### config.mk
export PLATFORM = sky130hd
export DESIGN_NAME = fifo_and_lifo_with_transfer
export DESIGN_NICKNAME = d
export VERILOG_FILES = /design/src/flt_pkg.sv /design/src/fifo_and_lifo_with_transfer.sv /design/src/flt_dp.sv /design/src/flt_ctrl.sv
export SDC_FILE = /design/constraint.sdc
export NUM_CORES = 1
export LEC_CHECK = 0
export ABC_AREA = 1
export ABC_CLOCK_PERIOD_IN_PS = 6300
export BUFFER_PORTS_ARGS = -buffer_cell sky130_fd_sc_hd__buf_2
export CELL_PAD_IN_SITES_DETAIL_PLACEMENT = 0
export CELL_PAD_IN_SITES_GLOBAL_PLACEMENT = 1
export CORE_MARGIN = 5
export CORE_UTILIZATION = 41
export CTS_CLUSTER_SIZE = 24
export DETAILED_ROUTE_END_ITERATION = 10
export MAX_ROUTING_LAYER = met4
export PLACE_DENSITY = 0.69
export SKIP_CTS_REPAIR_TIMING = 1
export SYNTH_ARGS = -nofsm -noshare
export SYNTH_HDL_FRONTEND = slang
export SYNTH_HIERARCHICAL = 1
export SYNTH_SLANG_ARGS = --single-unit
export TNS_END_PERCENT = 50
### constraint.sdc
create_clock -name clk -period 6.3 [get_ports clk]
set_clock_uncertainty 0.05 [all_clocks]
set_input_delay 1.26 -clock clk [delete_from_list [all_inputs] [get_ports clk]]
set_output_delay 1.26 -clock clk [all_outputs]
set_load 0.02 [all_outputs]
### src/flt_pkg.sv
// ----------------------------------------------------------------------------
// flt_pkg
// Shared types and constants for the ticket queue and stack block: command and
// status codes, field widths and the control/status bundles between the
// controller and the datapath.
// ----------------------------------------------------------------------------
`default_nettype none

package flt_pkg;

  localparam int DEPTH_DEF = 16;

  localparam int CMD_W    = 3;
  localparam int TICKET_W = 32;
  localparam int STATUS_W = 2;
  localparam int MOVED_W  = 5;

  localparam logic [CMD_W-1:0] CMD_ENQUEUE  = 3'd0;
  localparam logic [CMD_W-1:0] CMD_DEQUEUE  = 3'd1;
  localparam logic [CMD_W-1:0] CMD_PUSH     = 3'd2;
  localparam logic [CMD_W-1:0] CMD_POP      = 3'd3;
  localparam logic [CMD_W-1:0] CMD_TRANSFER = 3'd4;
  localparam logic [CMD_W-1:0] CMD_CLEAR    = 3'd5;
  localparam logic [CMD_W-1:0] CMD_UNK_A    = 3'd6;
  localparam logic [CMD_W-1:0] CMD_UNK_B    = 3'd7;

  localparam logic [STATUS_W-1:0] ST_OK      = 2'd0;
  localparam logic [STATUS_W-1:0] ST_EMPTY   = 2'd1;
  localparam logic [STATUS_W-1:0] ST_FULL    = 2'd2;
  localparam logic [STATUS_W-1:0] ST_UNKNOWN = 2'd3;

  typedef struct packed {
    logic                enq;
    logic                deq;
    logic                push;
    logic                pop;
    logic                clr;
    logic                xfer;
    logic                mov_clr;
    logic                res_load;
    logic [STATUS_W-1:0] res_status;
    logic                res_q;
    logic                res_s;
    logic                res_mov;
  } flt_ctl_t;

  typedef struct packed {
    logic q_empty;
    logic q_full;
    logic s_empty;
    logic s_full;
  } flt_stat_t;

endpackage

`default_nettype wire

### src/fifo_and_lifo_with_transfer.sv
// ----------------------------------------------------------------------------
// fifo_and_lifo_with_transfer
// Bounded ticket queue and ticket stack, DEPTH entries each, with a transfer
// command that moves queue entries from the front onto the stack.
//
// Command channel: an item (in_command, in_ticket) is taken on a clock edge
// with start high and busy low. Every item gives one result on out_status,
// out_served and out_moved, shown for one cycle with out_valid high; the
// receiver cannot stall it.
// Results and busy per command:
//   enqueue, push, clear, unknown command, and a dequeue or pop that finds
//   its store empty: result in the cycle after the item, busy stays low, one
//   item per cycle.
//   dequeue and pop: the memory read is registered first, and the result is
//   loaded from it in the S_DEQ or S_POP state, with busy high in that state.
//   transfer of n entries: one entry per cycle through the queue read port
//   and stack write port; busy stays high until the result is loaded.
// Reset (rst_n low, synchronous): both stores become empty, no result is
// pending and busy drops; memory contents are not cleared.
// ----------------------------------------------------------------------------
`default_nettype none

module fifo_and_lifo_with_transfer #(
  parameter int DEPTH = flt_pkg::DEPTH_DEF
) (
  input  wire logic                                  clk,
  input  wire logic                                  rst_n,
  input  wire logic                                  start,
  output logic                                       busy,
  input  wire logic [flt_pkg::CMD_W-1:0]             in_command,
  input  wire logic signed [flt_pkg::TICKET_W-1:0]   in_ticket,
  output logic                                       out_valid,
  output logic [flt_pkg::STATUS_W-1:0]               out_status,
  output logic signed [flt_pkg::TICKET_W-1:0]        out_served,
  output logic [flt_pkg::MOVED_W-1:0]                out_moved
);

  flt_pkg::flt_ctl_t  ctl;
  flt_pkg::flt_stat_t stat;

  flt_ctrl u_ctrl (
    .clk        (clk),
    .rst_n      (rst_n),
    .start      (start),
    .in_command (in_command),
    .stat       (stat),
    .ctl        (ctl),
    .busy       (busy)
  );

  flt_dp #(
    .DEPTH (DEPTH)
  ) u_dp (
    .clk        (clk),
    .rst_n      (rst_n),
    .ctl        (ctl),
    .in_ticket  (in_ticket),
    .stat       (stat),
    .out_valid  (out_valid),
    .out_status (out_status),
    .out_served (out_served),
    .out_moved  (out_moved)
  );

endmodule

`default_nettype wire

### src/flt_dp.sv
// ----------------------------------------------------------------------------
// flt_dp
// Datapath: queue and stack memories, head and count registers, the transfer
// write pipeline and the result registers.
// ----------------------------------------------------------------------------
`default_nettype none

module flt_dp #(
  parameter int DEPTH = flt_pkg::DEPTH_DEF
) (
  input  wire logic                              clk,
  input  wire logic                              rst_n,
  input  wire flt_pkg::flt_ctl_t                 ctl,
  input  wire logic signed [flt_pkg::TICKET_W-1:0] in_ticket,
  output flt_pkg::flt_stat_t                     stat,
  output logic                                   out_valid,
  output logic [flt_pkg::STATUS_W-1:0]           out_status,
  output logic signed [flt_pkg::TICKET_W-1:0]    out_served,
  output logic [flt_pkg::MOVED_W-1:0]            out_moved
);

  localparam int AW  = (DEPTH > 1) ? $clog2(DEPTH) : 1;
  localparam int AW1 = AW + 1;
  localparam int CW  = $clog2(DEPTH + 1);

  logic [flt_pkg::TICKET_W-1:0] qmem [DEPTH];
  logic [flt_pkg::TICKET_W-1:0] smem [DEPTH];

  logic [AW-1:0] q_head_r, q_head_nxt;
  logic [CW-1:0] q_count_r, q_count_nxt;
  logic [CW-1:0] s_count_r, s_count_nxt;
  logic [CW-1:0] moved_r, moved_nxt;
  logic          pend_r;
  logic [AW-1:0] pend_addr_r;
  logic [flt_pkg::TICKET_W-1:0] q_rd_r;
  logic [flt_pkg::TICKET_W-1:0] s_rd_r;

  logic                         out_valid_r;
  logic [flt_pkg::STATUS_W-1:0] out_status_r;
  logic [flt_pkg::TICKET_W-1:0] out_served_r, out_served_nxt;
  logic [flt_pkg::MOVED_W-1:0]  out_moved_r, out_moved_nxt;

  logic [AW1-1:0] q_sum;
  logic [AW-1:0]  q_tail;
  logic [AW-1:0]  q_head_inc;
  logic [CW-1:0]  s_dec;
  logic [AW-1:0]  s_top;
  logic           s_wr_en;
  logic [AW-1:0]  s_wr_addr;
  logic [flt_pkg::TICKET_W-1:0] s_wr_data;
  logic [31:0]    moved_ext;

  assign q_sum  = {1'b0, q_head_r} + AW1'(q_count_r);
  assign q_tail = (q_sum >= AW1'(DEPTH)) ? AW'(q_sum - AW1'(DEPTH)) : q_sum[AW-1:0];
  assign q_head_inc = (q_head_r == AW'(DEPTH - 1)) ? '0 : q_head_r + AW'(1);
  assign s_dec  = s_count_r - CW'(1);
  assign s_top  = s_dec[AW-1:0];

  assign stat.q_empty = (q_count_r == '0);
  assign stat.q_full  = (q_count_r == CW'(DEPTH));
  assign stat.s_empty = (s_count_r == '0);
  assign stat.s_full  = (s_count_r == CW'(DEPTH));

  assign s_wr_en   = ctl.push | pend_r;
  assign s_wr_addr = ctl.push ? s_count_r[AW-1:0] : pend_addr_r;
  assign s_wr_data = ctl.push ? in_ticket : q_rd_r;

  assign moved_ext = 32'(moved_r);

  always_comb begin
    q_head_nxt  = q_head_r;
    q_count_nxt = q_count_r;
    s_count_nxt = s_count_r;
    moved_nxt   = moved_r;
    if (ctl.clr) begin
      q_head_nxt  = '0;
      q_count_nxt = '0;
      s_count_nxt = '0;
    end
    if (ctl.enq) begin
      q_count_nxt = q_count_r + CW'(1);
    end
    if (ctl.deq || ctl.xfer) begin
      q_head_nxt  = q_head_inc;
      q_count_nxt = q_count_r - CW'(1);
    end
    if (ctl.push || ctl.xfer) begin
      s_count_nxt = s_count_r + CW'(1);
    end
    if (ctl.pop) begin
      s_count_nxt = s_dec;
    end
    if (ctl.mov_clr) begin
      moved_nxt = '0;
    end else if (ctl.xfer) begin
      moved_nxt = moved_r + CW'(1);
    end
  end

  always_comb begin
    out_served_nxt = '0;
    if (ctl.res_q) begin
      out_served_nxt = q_rd_r;
    end else if (ctl.res_s) begin
      out_served_nxt = s_rd_r;
    end
    out_moved_nxt = ctl.res_mov ? moved_ext[flt_pkg::MOVED_W-1:0] : '0;
  end

  always_ff @(posedge clk) begin
    if (!rst_n) begin
      q_head_r    <= '0;
      q_count_r   <= '0;
      s_count_r   <= '0;
      moved_r     <= '0;
      pend_r      <= 1'b0;
      out_valid_r <= 1'b0;
    end else begin
      q_head_r    <= q_head_nxt;
      q_count_r   <= q_count_nxt;
      s_count_r   <= s_count_nxt;
      moved_r     <= moved_nxt;
      pend_r      <= ctl.xfer;
      out_valid_r <= ctl.res_load;
    end
  end

  // queue memory
  always_ff @(posedge clk) begin
    if (ctl.enq) begin
      qmem[q_tail] <= in_ticket;
    end
    if (ctl.deq || ctl.xfer) begin
      q_rd_r <= qmem[q_head_r];
    end
  end

  // stack memory
  always_ff @(posedge clk) begin
    if (s_wr_en) begin
      smem[s_wr_addr] <= s_wr_data;
    end
    if (ctl.pop) begin
      s_rd_r <= smem[s_top];
    end
  end

  always_ff @(posedge clk) begin
    if (ctl.xfer) begin
      pend_addr_r <= s_count_r[AW-1:0];
    end
    if (ctl.res_load) begin
      out_status_r <= ctl.res_status;
      out_served_r <= out_served_nxt;
      out_moved_r  <= out_moved_nxt;
    end
  end

  assign out_valid  = out_valid_r;
  assign out_status = out_status_r;
  assign out_served = out_served_r;
  assign out_moved  = out_moved_r;

endmodule

`default_nettype wire

### src/flt_ctrl.sv
// ----------------------------------------------------------------------------
// flt_ctrl
// Controller: decodes each accepted command, sequences reads and the
// transfer walk, and issues control to the datapath.
// ----------------------------------------------------------------------------
`default_nettype none

module flt_ctrl (
  input  wire logic                        clk,
  input  wire logic                        rst_n,
  input  wire logic                        start,
  input  wire logic [flt_pkg::CMD_W-1:0]   in_command,
  input  wire flt_pkg::flt_stat_t          stat,
  output flt_pkg::flt_ctl_t                ctl,
  output logic                             busy
);

  typedef enum logic [3:0] {
    S_IDLE = 4'b0001,
    S_DEQ  = 4'b0010,
    S_POP  = 4'b0100,
    S_XFER = 4'b1000
  } state_t;

  state_t state_r, state_nxt;
  logic   go;

  assign go   = !stat.q_empty && !stat.s_full;
  assign busy = (state_r != S_IDLE);

  always_comb begin
    ctl       = '0;
    state_nxt = state_r;
    case (state_r)
      S_IDLE: begin
        if (start) begin
          case (in_command)
            flt_pkg::CMD_ENQUEUE: begin
              ctl.res_load = 1'b1;
              if (stat.q_full) begin
                ctl.res_status = flt_pkg::ST_FULL;
              end else begin
                ctl.enq        = 1'b1;
                ctl.res_status = flt_pkg::ST_OK;
              end
            end
            flt_pkg::CMD_DEQUEUE: begin
              if (stat.q_empty) begin
                ctl.res_load   = 1'b1;
                ctl.res_status = flt_pkg::ST_EMPTY;
              end else begin
                ctl.deq   = 1'b1;
                state_nxt = S_DEQ;
              end
            end
            flt_pkg::CMD_PUSH: begin
              ctl.res_load = 1'b1;
              if (stat.s_full) begin
                ctl.res_status = flt_pkg::ST_FULL;
              end else begin
                ctl.push       = 1'b1;
                ctl.res_status = flt_pkg::ST_OK;
              end
            end
            flt_pkg::CMD_POP: begin
              if (stat.s_empty) begin
                ctl.res_load   = 1'b1;
                ctl.res_status = flt_pkg::ST_EMPTY;
              end else begin
                ctl.pop   = 1'b1;
                state_nxt = S_POP;
              end
            end
            flt_pkg::CMD_TRANSFER: begin
              ctl.mov_clr = 1'b1;
              state_nxt   = S_XFER;
            end
            flt_pkg::CMD_CLEAR: begin
              ctl.clr        = 1'b1;
              ctl.res_load   = 1'b1;
              ctl.res_status = flt_pkg::ST_OK;
            end
            default: begin
              ctl.res_load   = 1'b1;
              ctl.res_status = flt_pkg::ST_UNKNOWN;
            end
          endcase
        end
      end
      S_DEQ: begin
        ctl.res_load   = 1'b1;
        ctl.res_q      = 1'b1;
        ctl.res_status = flt_pkg::ST_OK;
        state_nxt      = S_IDLE;
      end
      S_POP: begin
        ctl.res_load   = 1'b1;
        ctl.res_s      = 1'b1;
        ctl.res_status = flt_pkg::ST_OK;
        state_nxt      = S_IDLE;
      end
      S_XFER: begin
        if (go) begin
          ctl.xfer = 1'b1;
        end else begin
          ctl.res_load   = 1'b1;
          ctl.res_mov    = 1'b1;
          ctl.res_status = stat.q_empty ? flt_pkg::ST_OK : flt_pkg::ST_FULL;
          state_nxt      = S_IDLE;
        end
      end
      default: begin
        state_nxt = S_IDLE;
      end
    endcase
  end

  always_ff @(posedge clk) begin
    if (!rst_n) begin
      state_r <= S_IDLE;
    end else begin
      state_r <= state_nxt;
    end
  end

endmodule

`default_nettype wire

# [Word level (Yosys, flattened, before mapping)]
# Memories as Yosys holds them, arrays and structs flattened. A register that Yosys moved wholly into a read port is not among the register bits.
# Index checks and enable logic that the tools add are counted.
[word_totals] reg_bits=68 ramBits=1024 input_bits=38 output_inout_bits=41 word_cells=107 mem_count=2
[memory_table] memory="u_dp.qmem" depth=16 word_bits=32 read_ports=1 rd_clocked_by_memory_dff=1 wr=1 line="flt_dp.sv:26" text="logic [flt_pkg::TICKET_W-1:0] qmem [DEPTH];"
[memory_table] memory="u_dp.smem" depth=16 word_bits=32 read_ports=1 rd_clocked_by_memory_dff=1 wr=1 line="flt_dp.sv:27" text="logic [flt_pkg::TICKET_W-1:0] smem [DEPTH];"
[classes] addsub=8 order_cmp=1 n_eq_ne=18 muxes=51 bitwise_logic=2 n_reduce_logical=14
[op_table] op="$mux 32" n=3
[op_table] op="$mux 4" n=10
[op_table] op="$mux 5" n=7
[op_table] op="$mux 1" n=21
[op_table] op="$pmux 3 s6" n=1
[op_table] op="$add 5x1->5 const B" n=3
[op_table] op="$pmux 4 s3" n=1
[op_table] op="$eq 5x5->1 const B" n=2
[op_table] op="$logic_not 5->1" n=2
[op_table] op="$sub 5x1->5 const B" n=2
[op_table] op="$mux 3" n=3
[op_table] op="$pmux 3 s3" n=1
[op_table] op="$eq 4x4->1 const B" n=2
[op_table] op="$pmux 4 s2" n=1
[op_table] op="$eq 3x2->1 const B" n=2
[op_table] op="$eq 3x3->1 const B" n=2
[op_table] op="$mux 2" n=3
[op_table] op="$ne 3x3->1 const B" n=2
[op_table] op="$reduce_bool 3->1" n=2
[op_table] op="$add 4x5->5" n=1
[op_table] op="$ge 5x5->1 const B" n=1
[op_table] op="$reduce_and 5->1" n=1
[op_table] op="$add 4x1->4 const B" n=1
[op_table] op="$eq 4x1->1 const B" n=1
[op_table] op="other kinds (15)" n=19

# [Logic depth before layout (Yosys ltp)]
# Gate-level depths: netlist of the first run.
[depth] depth_word=8 depth_mapped=19 ltp_nobuf=14

# [By module]
# Netlist of the first run, hierarchy kept.
[modules_own_cells] mod="flt_dp" instances=1 cells_each=4568 area_per_inst_um2=48657.9 seq_area_each_um2=34383.0
[modules_own_cells] mod="flt_ctrl" instances=1 cells_each=76 area_per_inst_um2=488.0 seq_area_each_um2=80.1

# [Least setup slack after synthesis of the first run]
# No wires, ideal clock.
[synth_path] path_kind="in2reg" startpoint="input port start" endpoint="memory u_dp/smem[11][0] (netlist name), enable pin" setup_time_ns=0.461 arrival_time_ns=4.573 required_time_ns=5.789 slack_ns=1.216 stages=10 path_buffers=2 path_cell_list="inv_1 -> nor2_8 -> inv_4 -> nor3_2 -> buf_2 -> buf_2 -> nand2_1 -> o21ai_1 -> nand2_1 -> nor3_1"
[synth_rtl] element="from (decl)" line="fifo_and_lifo_with_transfer.sv:28" text="input wire logic start,"
[synth_rtl] element="to (decl)" line="flt_dp.sv:27"

==> run metrics, run 1 <==
actual slew at the worst max-slew pin=1.23 ns; fin area=0.0555 mm^2; Hold EP=u_ctrl/state_r[0]; WHS=0.453 ns; Final period util=0.690; clock share of power=0.416; Post-synth EDFFs=1131; detailed-route via count=between 30000 and 40000; CTS Sinks=approximately 1200; CP max FO=between 100 and 150; area leader, netlist=edfxtp_1; Placed Area=0.0514 mm^2; clock slew at reported path FFs=0.06 ns; post-synth top area share=0.691; initial DRC count=~2700; initial antenna violation count=5; Arr. time, crit path=4.68 ns; maximum clock insertion buffer count=3; Die H=~360 um; Post-Syn Area per Cell=10.6 um^2; Routed WL per cell=20.0 um; RSZ-0062 raised after global routing=no; Routed WL=128000 um; Slew HR=0.172; cells along the critical path=inv_8 -> ha_4 -> nand2_1 -> nor2_1 -> nor3_4 -> o21ai_1 -> inv_1 -> nand3_1 -> nor2_4 -> buf_4; share of layout cells above drive strength 1=0.0859; Post-Syn Nets=between 4000 and 5000; critical setup path kind=flip-flop to flip-flop; sequential area share after synthesis=0.701; Register-to-Register Setup Slack=1.96 ns; sequential cell fraction of total power=0.495; crit-path max cell delay=between 0.7 and 0.8 ns; CP top delay family=simple AND/OR/NAND/NOR gates; post-route minimum period=4.34 ns; final core occ=0.464; Yosys Warn Count=6; Core Footprint=0.119 mm^2; number of routed nets with antenna violations=0; hold_sp=u_ctrl/state_r[0]; Multi-input gate area=0.0115 mm^2; die extent in x=356 um; Stages on worst setup path=10; Switching Share=0.238; Pleak=22.3 nW; reg2reg path depth=10; Root Driver=clkbuf_16; Ports=79; first-pass GRT wire length=193000 um; routed vias/inst=about 5; worst hold path class=flip-flop to flip-flop; combinational power share=0.089; # DRC=0; H-tree Lvls=4; Layout Nets=between 4000 and 5000; die area=~0.13 mm^2; fraction of registers with async set or reset after synthesis=0; CTS tree=done; Max Slew Vio Count=0; status=completed; gr ovfl total=0; site row count=~130; Worst VDD drop=around 0.26 mV; fmax=230 MHz; Layout Cells excl Fill=6410; buffer and inverter count on the worst path=3; fillers=11085; Post-Place Cells=6178; synthesized area=0.0491 mm^2; WHS Path Cells=2; Final Setup Violations=0; Post-synth top cells=1612 x nand2_1, 1131 x edfxtp_1, 717 x nand3_1; number of global-route vias before repair=30181; cells after synthesis=4644; r2r startpoint=u_dp/s_count_r[0]; clk_lat worst skew=0.71 ns; Crit-path slowest cell=nor2_4; internal power=13.1 mW; Initial Utilization=0.411; post-route worst setup slack=1.96 ns; Main synth FF type=edfxtp_1; PortBufs=78; CTS Buf Count=130; P_sw=4.10 mW; r2r endpoint=u_dp/smem[5][25]; GRT Util Overall=0.206; 1st-pass router iterations=5; pwr/cell area=311 mW/mm^2; Yosys cell types=40; flops & latches, synth=1156; Worst setup EP type=flip-flop; pre-CTS setup slack=1.81 ns; post-detailed-placement half-perimeter wirelength=72200 um; Sequential Area=0.0345 mm^2; top-count cell post-synth=nand2_1; final hold vios=0; setup TNS=0 ns; top area cells in the synthesized netlist=edfxtp_1 69%, nand2_1 12%, nand3_1 7.3%; Max Cap Viol=0; RD Place Congestion=0.814; Final Power=between 15 and 20 mW; synthesis-to-finish area growth=12.8%; Setup crit start kind=flip-flop; largest net degree at the start of global routing=123; Req. time, crit path=6.63 ns
-- metal layers --
layer / up-vias / routed length, um / track usage
met3: 143 / 7740 / 0.0296
met2: 867 / 59900 / 0.323
li1: 15355 / - / -
met4: 0 / 1690 / 0.0423
met1: 15444 / 58700 / 0.289
met5: - / 0 / -
-- tightest hold or removal path: cells and delay by family, from the launching register on --
| family | cells | cell delay (ns) |
|---|---|---|
| DFF | 1 | 0.33 |
| and+or+nand+nor | 2 | 0.12 |
-- state kept, by name, indices dropped and copies added, names as in the netlist, 5 cells and up --
| name | flops |
|---|---|
| u_dp/qmem | 512 |
| u_dp/smem | 512 |
| u_dp/out_served | 32 |
| u_dp/q_rd_r | 32 |
| u_dp/s_rd_r | 32 |
| u_dp/moved_r | 5 |
| u_dp/out_moved | 5 |
| u_dp/q_count_r | 5 |
| u_dp/s_count_r | 5 |
-- how the worst max path moves through the flow --
stage / end / startpoint
after floorplan: u_dp/smem[11][0] / start
after global placement: u_dp/smem[6][26] / in_command[1]
after detailed placement: u_dp/smem[5][30] / in_command[1]
after CTS: u_dp/smem[5][26] / u_dp/s_count_r[0]
after global routing: u_dp/smem[6][29] / u_dp/s_count_r[0]
final: u_dp/smem[5][25] / u_dp/s_count_r[0]
-- cells in the final DEF (no fill, tap or decap), types with 11 or more instances in the layout --
master / netlist / routed
nand2_1: 1612 / 1609
edfxtp_1: 1131 / 1131
nand3_1: 717 / 717
inv_1: 623 / 622
clkbuf_16: 0 / 138
o21ai_0: 96 / 94
buf_2: 124 / 78
buf_4: 8 / 76
nor2_1: 103 / 74
clkbuf_1: 82 / 32
nor2_4: 1 / 30
clkinv_1: 2 / 27
dfxtp_1: 25 / 20
clkinv_2: 0 / 16
or2_2: 13 / 13
a21oi_1: 12 / 12
nand4_1: 11 / 11
-- final cells by class --
class	instances	share of cell area
diodes	4	0.000180
clock buffers	174	0.0654
clock inverters	54	0.00704
inverters	633	0.0432
multi-input cells	2621	0.208
flip-flops and latches	1156	0.622
well taps	1612	0.0364
repair buffers	156	0.0180
-- cells by family (layout without fill, tap and decap cells) --
group,count (synthesis),count (layout),share of synthesized area
buffers and inverters,867,1017,0.0700
AOI/OAI and AO/OA,114,114,0.0119
DFF,1156,1156,0.701
xor gates and xnor gates,8,8,0.00173
other,0,4,0
and+or+nand+nor,2488,2488,0.212
adders and majority gates,11,11,0.00295
-- power by group through the flow --
stage	combinational, mW	sequential (mW)	clock, mW
final	1.53	8.54	7.17
after global routing	1.68	8.54	7.66
after CTS	1.54	8.54	7.33
after detailed placement	1.53	8.70	0
after global placement	1.53	8.70	0
after floorplan	0.935	8.71	0
No activity file was read; power rests on OpenSTA's default activity.
==> inputs of run 2 (changes only) <==
--- a/config.mk
+++ b/config.mk
@@ -5,8 +5,8 @@
 export SDC_FILE = /design/constraint.sdc
 export NUM_CORES = 1
 export LEC_CHECK = 0
-export ABC_AREA = 1
-export ABC_CLOCK_PERIOD_IN_PS = 6300
+export ABC_AREA = 0
+export ABC_CLOCK_PERIOD_IN_PS = 4000
 export BUFFER_PORTS_ARGS = -buffer_cell sky130_fd_sc_hd__buf_2
 export CELL_PAD_IN_SITES_DETAIL_PLACEMENT = 0
 export CELL_PAD_IN_SITES_GLOBAL_PLACEMENT = 1
@@ -15,7 +15,7 @@
 export CTS_CLUSTER_SIZE = 24
 export DETAILED_ROUTE_END_ITERATION = 10
 export MAX_ROUTING_LAYER = met4
-export PLACE_DENSITY = 0.69
+export PLACE_DENSITY = 0.63
 export SKIP_CTS_REPAIR_TIMING = 1
 export SYNTH_ARGS = -nofsm -noshare
 export SYNTH_HDL_FRONTEND = slang
==> constraint.sdc (replaced) <==
create_clock -name clk -period 4 [get_ports clk]
set_clock_uncertainty 0.05 [all_clocks]
set_input_delay 0.8 -clock clk [delete_from_list [all_inputs] [get_ports clk]]
set_output_delay 0.8 -clock clk [all_outputs]
set_load 0.02 [all_outputs]
==> run metrics, run 2 <==
number of routed nets with antenna violations=0; Layout Nets=2262; maximum clock insertion buffer count=3; top-count cell post-synth=edfxtp_1; critical setup path kind=flip-flop to flip-flop; Routed WL=102000 um; r2r startpoint=u_ctrl/state_r[0]; Final period util=0.850; WHS=0.421 ns; cells along the critical path=or4b_1 -> or2_1 -> nor3_1 -> buf_4 -> or3b_2 -> nor3_2 -> buf_12; die extent in x=340 um; CP top delay family=simple AND/OR/NAND/NOR gates; synthesis-to-finish area growth=14.4%; first-pass GRT wire length=150000 um; status=completed; PortBufs=78; Post-synth top cells=1131 x edfxtp_1, 256 x mux4_2, 65 x a22oi_1; Final Setup Violations=0; share of layout cells above drive strength 1=0.281; Placed Area=approximately 0.047 mm^2; Critical Path Source=u_ctrl/state_r[0]; sequential area share after synthesis=0.774; initial antenna violation count=1; Layout Cells excl Fill=about 3700; Main synth FF type=edfxtp_1; Post-Place Cells=3512; buffer and inverter count on the worst path=2; # DRC=0; fin area=0.0510 mm^2; Post-Syn Area per Cell=21.7 um^2; number of global-route vias before repair=21810; Final Power=25.5 mW; Core Footprint=0.108 mm^2; fmax=about 290 MHz; CTS Buf Count=113; Root Driver=clkbuf_16; Max Slew Vio Count=0; Initial Utilization=0.411; largest registers=u_dp/qmem x512, u_dp/smem x512; CTS tree=done; post-synth top area share=0.762; Die H=between 300 and 400 um; most frequent cells in the layout=1131 x edfxtp_1, 256 x mux4_2, 116 x clkbuf_16; top area cells in the synthesized netlist=edfxtp_1 76%, mux4_2 13%, dfxtp_1 1.1%; post-detailed-placement half-perimeter wirelength=58700 um; Worst VDD drop=~0.33 mV; Post-Syn Nets=2104; Yosys cell types=62; Ports=79; Worst setup EP type=flip-flop; Post-synth EDFFs=1131; clk_lat worst skew=around 0.68 ns; Register-to-Register Setup Slack=0.60 ns; Crit-path slowest cell=or4b_1; final core occ=0.470; GRT Util Overall=0.181; area leader, netlist=edfxtp_1; CTS Sinks=1156; initial DRC count=1874; Routed WL per cell=27.4 um; routed vias/inst=5.66; hold_sp=in_command[1]; site row count=121; Pleak=15.9 nW; post-route minimum period=around 3.4 ns; flops & latches, synth=1156; gr ovfl total=0; Max Cap Viol=0; Setup crit start kind=flip-flop; clock slew at reported path FFs=0.06 ns; 1st-pass router iterations=5; actual slew at the worst max-slew pin=roughly 1.3 ns; RSZ-0062 raised after global routing=no; commonest non-fill, non-tap cell in the layout=edfxtp_1; Arr. time, crit path=3.72 ns; crit-path max cell delay=approximately 0.60 ns; CP max FO=29; die area=roughly 0.12 mm^2; Req. time, crit path=4.32 ns; final hold vios=0; detailed-route via count=21086; H-tree Lvls=3; synthesized area=0.0446 mm^2; fraction of registers with async set or reset after synthesis=0; RD Place Congestion=0.774; pwr/cell area=501 mW/mm^2; Slew HR=0.151; largest net degree at the start of global routing=127; worst hold path class=input pin to flip-flop; cells after synthesis=2055; Yosys Warn Count=6
## run 2: cell types whose count changed after synthesis, moves of 32 or more
cell      before  now
nand2_1     1612   48
nand3_1      717    6
inv_1        623   12
mux4_2         0  256
buf_2        124   26
o21ai_0       96   10
a22oi_1        0   65
nor2_1       103   40
nor2b_1        0   40
a21oi_1       12   46
a211oi_1       0   33
mux2i_1        0   33
clkbuf_1      82   50
mux2_2         0   32
## run 2: final timing paths
path | to | cells after the start
max | u_dp/qmem[4][8] | 7
min | u_ctrl/state_r[1] | 2
max reg2reg | u_dp/qmem[4][8] | 7
min reg2reg | u_dp/moved_r[4] | 2
## run 2: where the power goes
part	switching, mW	internal (mW)
Clock	4.34	5.88
Sequential	0.0293	13.4
Combinational	1.16	0.753
Total	5.53	20.0
## run 2: cells by family after synthesis
kind of cell,after synthesis,share of synthesized area
flip-flops,1156,0.774
buffers and inverters,126,0.0154
adder cells (fa/ha/maj),11,0.00326
AO/OA/AOI/OAI,218,0.0348
multiplexers,321,0.145
AND/OR/NAND/NOR,209,0.0252
XOR/XNOR,14,0.00292
## run 2: final cells by class
type                            instances  area (um^2)
Fill cell                            8880        57400
Sequential cell                      1156        34500
Multi-Input combinational cell        773         9720
Clock buffer                          149         3030
Tap cell                             1414         1770
Timing Repair Buffer                  156         1350
Clock inverter                         60          549
Inverter                               13         48.8
Antenna cell                            3         7.51
## run 2: worst register-to-register path, stage by stage (launching register included)
cell and delay, ns:
dfxtp_1 0.44, or4b_1 0.60, or2_1 0.28, nor3_1 0.20, buf_4 0.24, or3b_2 0.54
nor3_2 0.40, buf_12 0.30
## run 2: metal layers
metal	vias up	GRT usage	wire [um]
li1	8958	-	-
met1	11370	0.250	44400
met2	617	0.287	49900
met3	141	0.0318	5900
met4	0	0.0372	1980
met5	-	-	0
## run 2: per-stage QoR
step | TNS (ns) | worst slack, ns
after global placement | 0 | 0.376
after detailed placement | 0 | 0.318
after floorplan | -535.42 | -0.874
final | 0 | 0.601
after global routing | 0 | 0.429
after CTS | 0 | 0.593
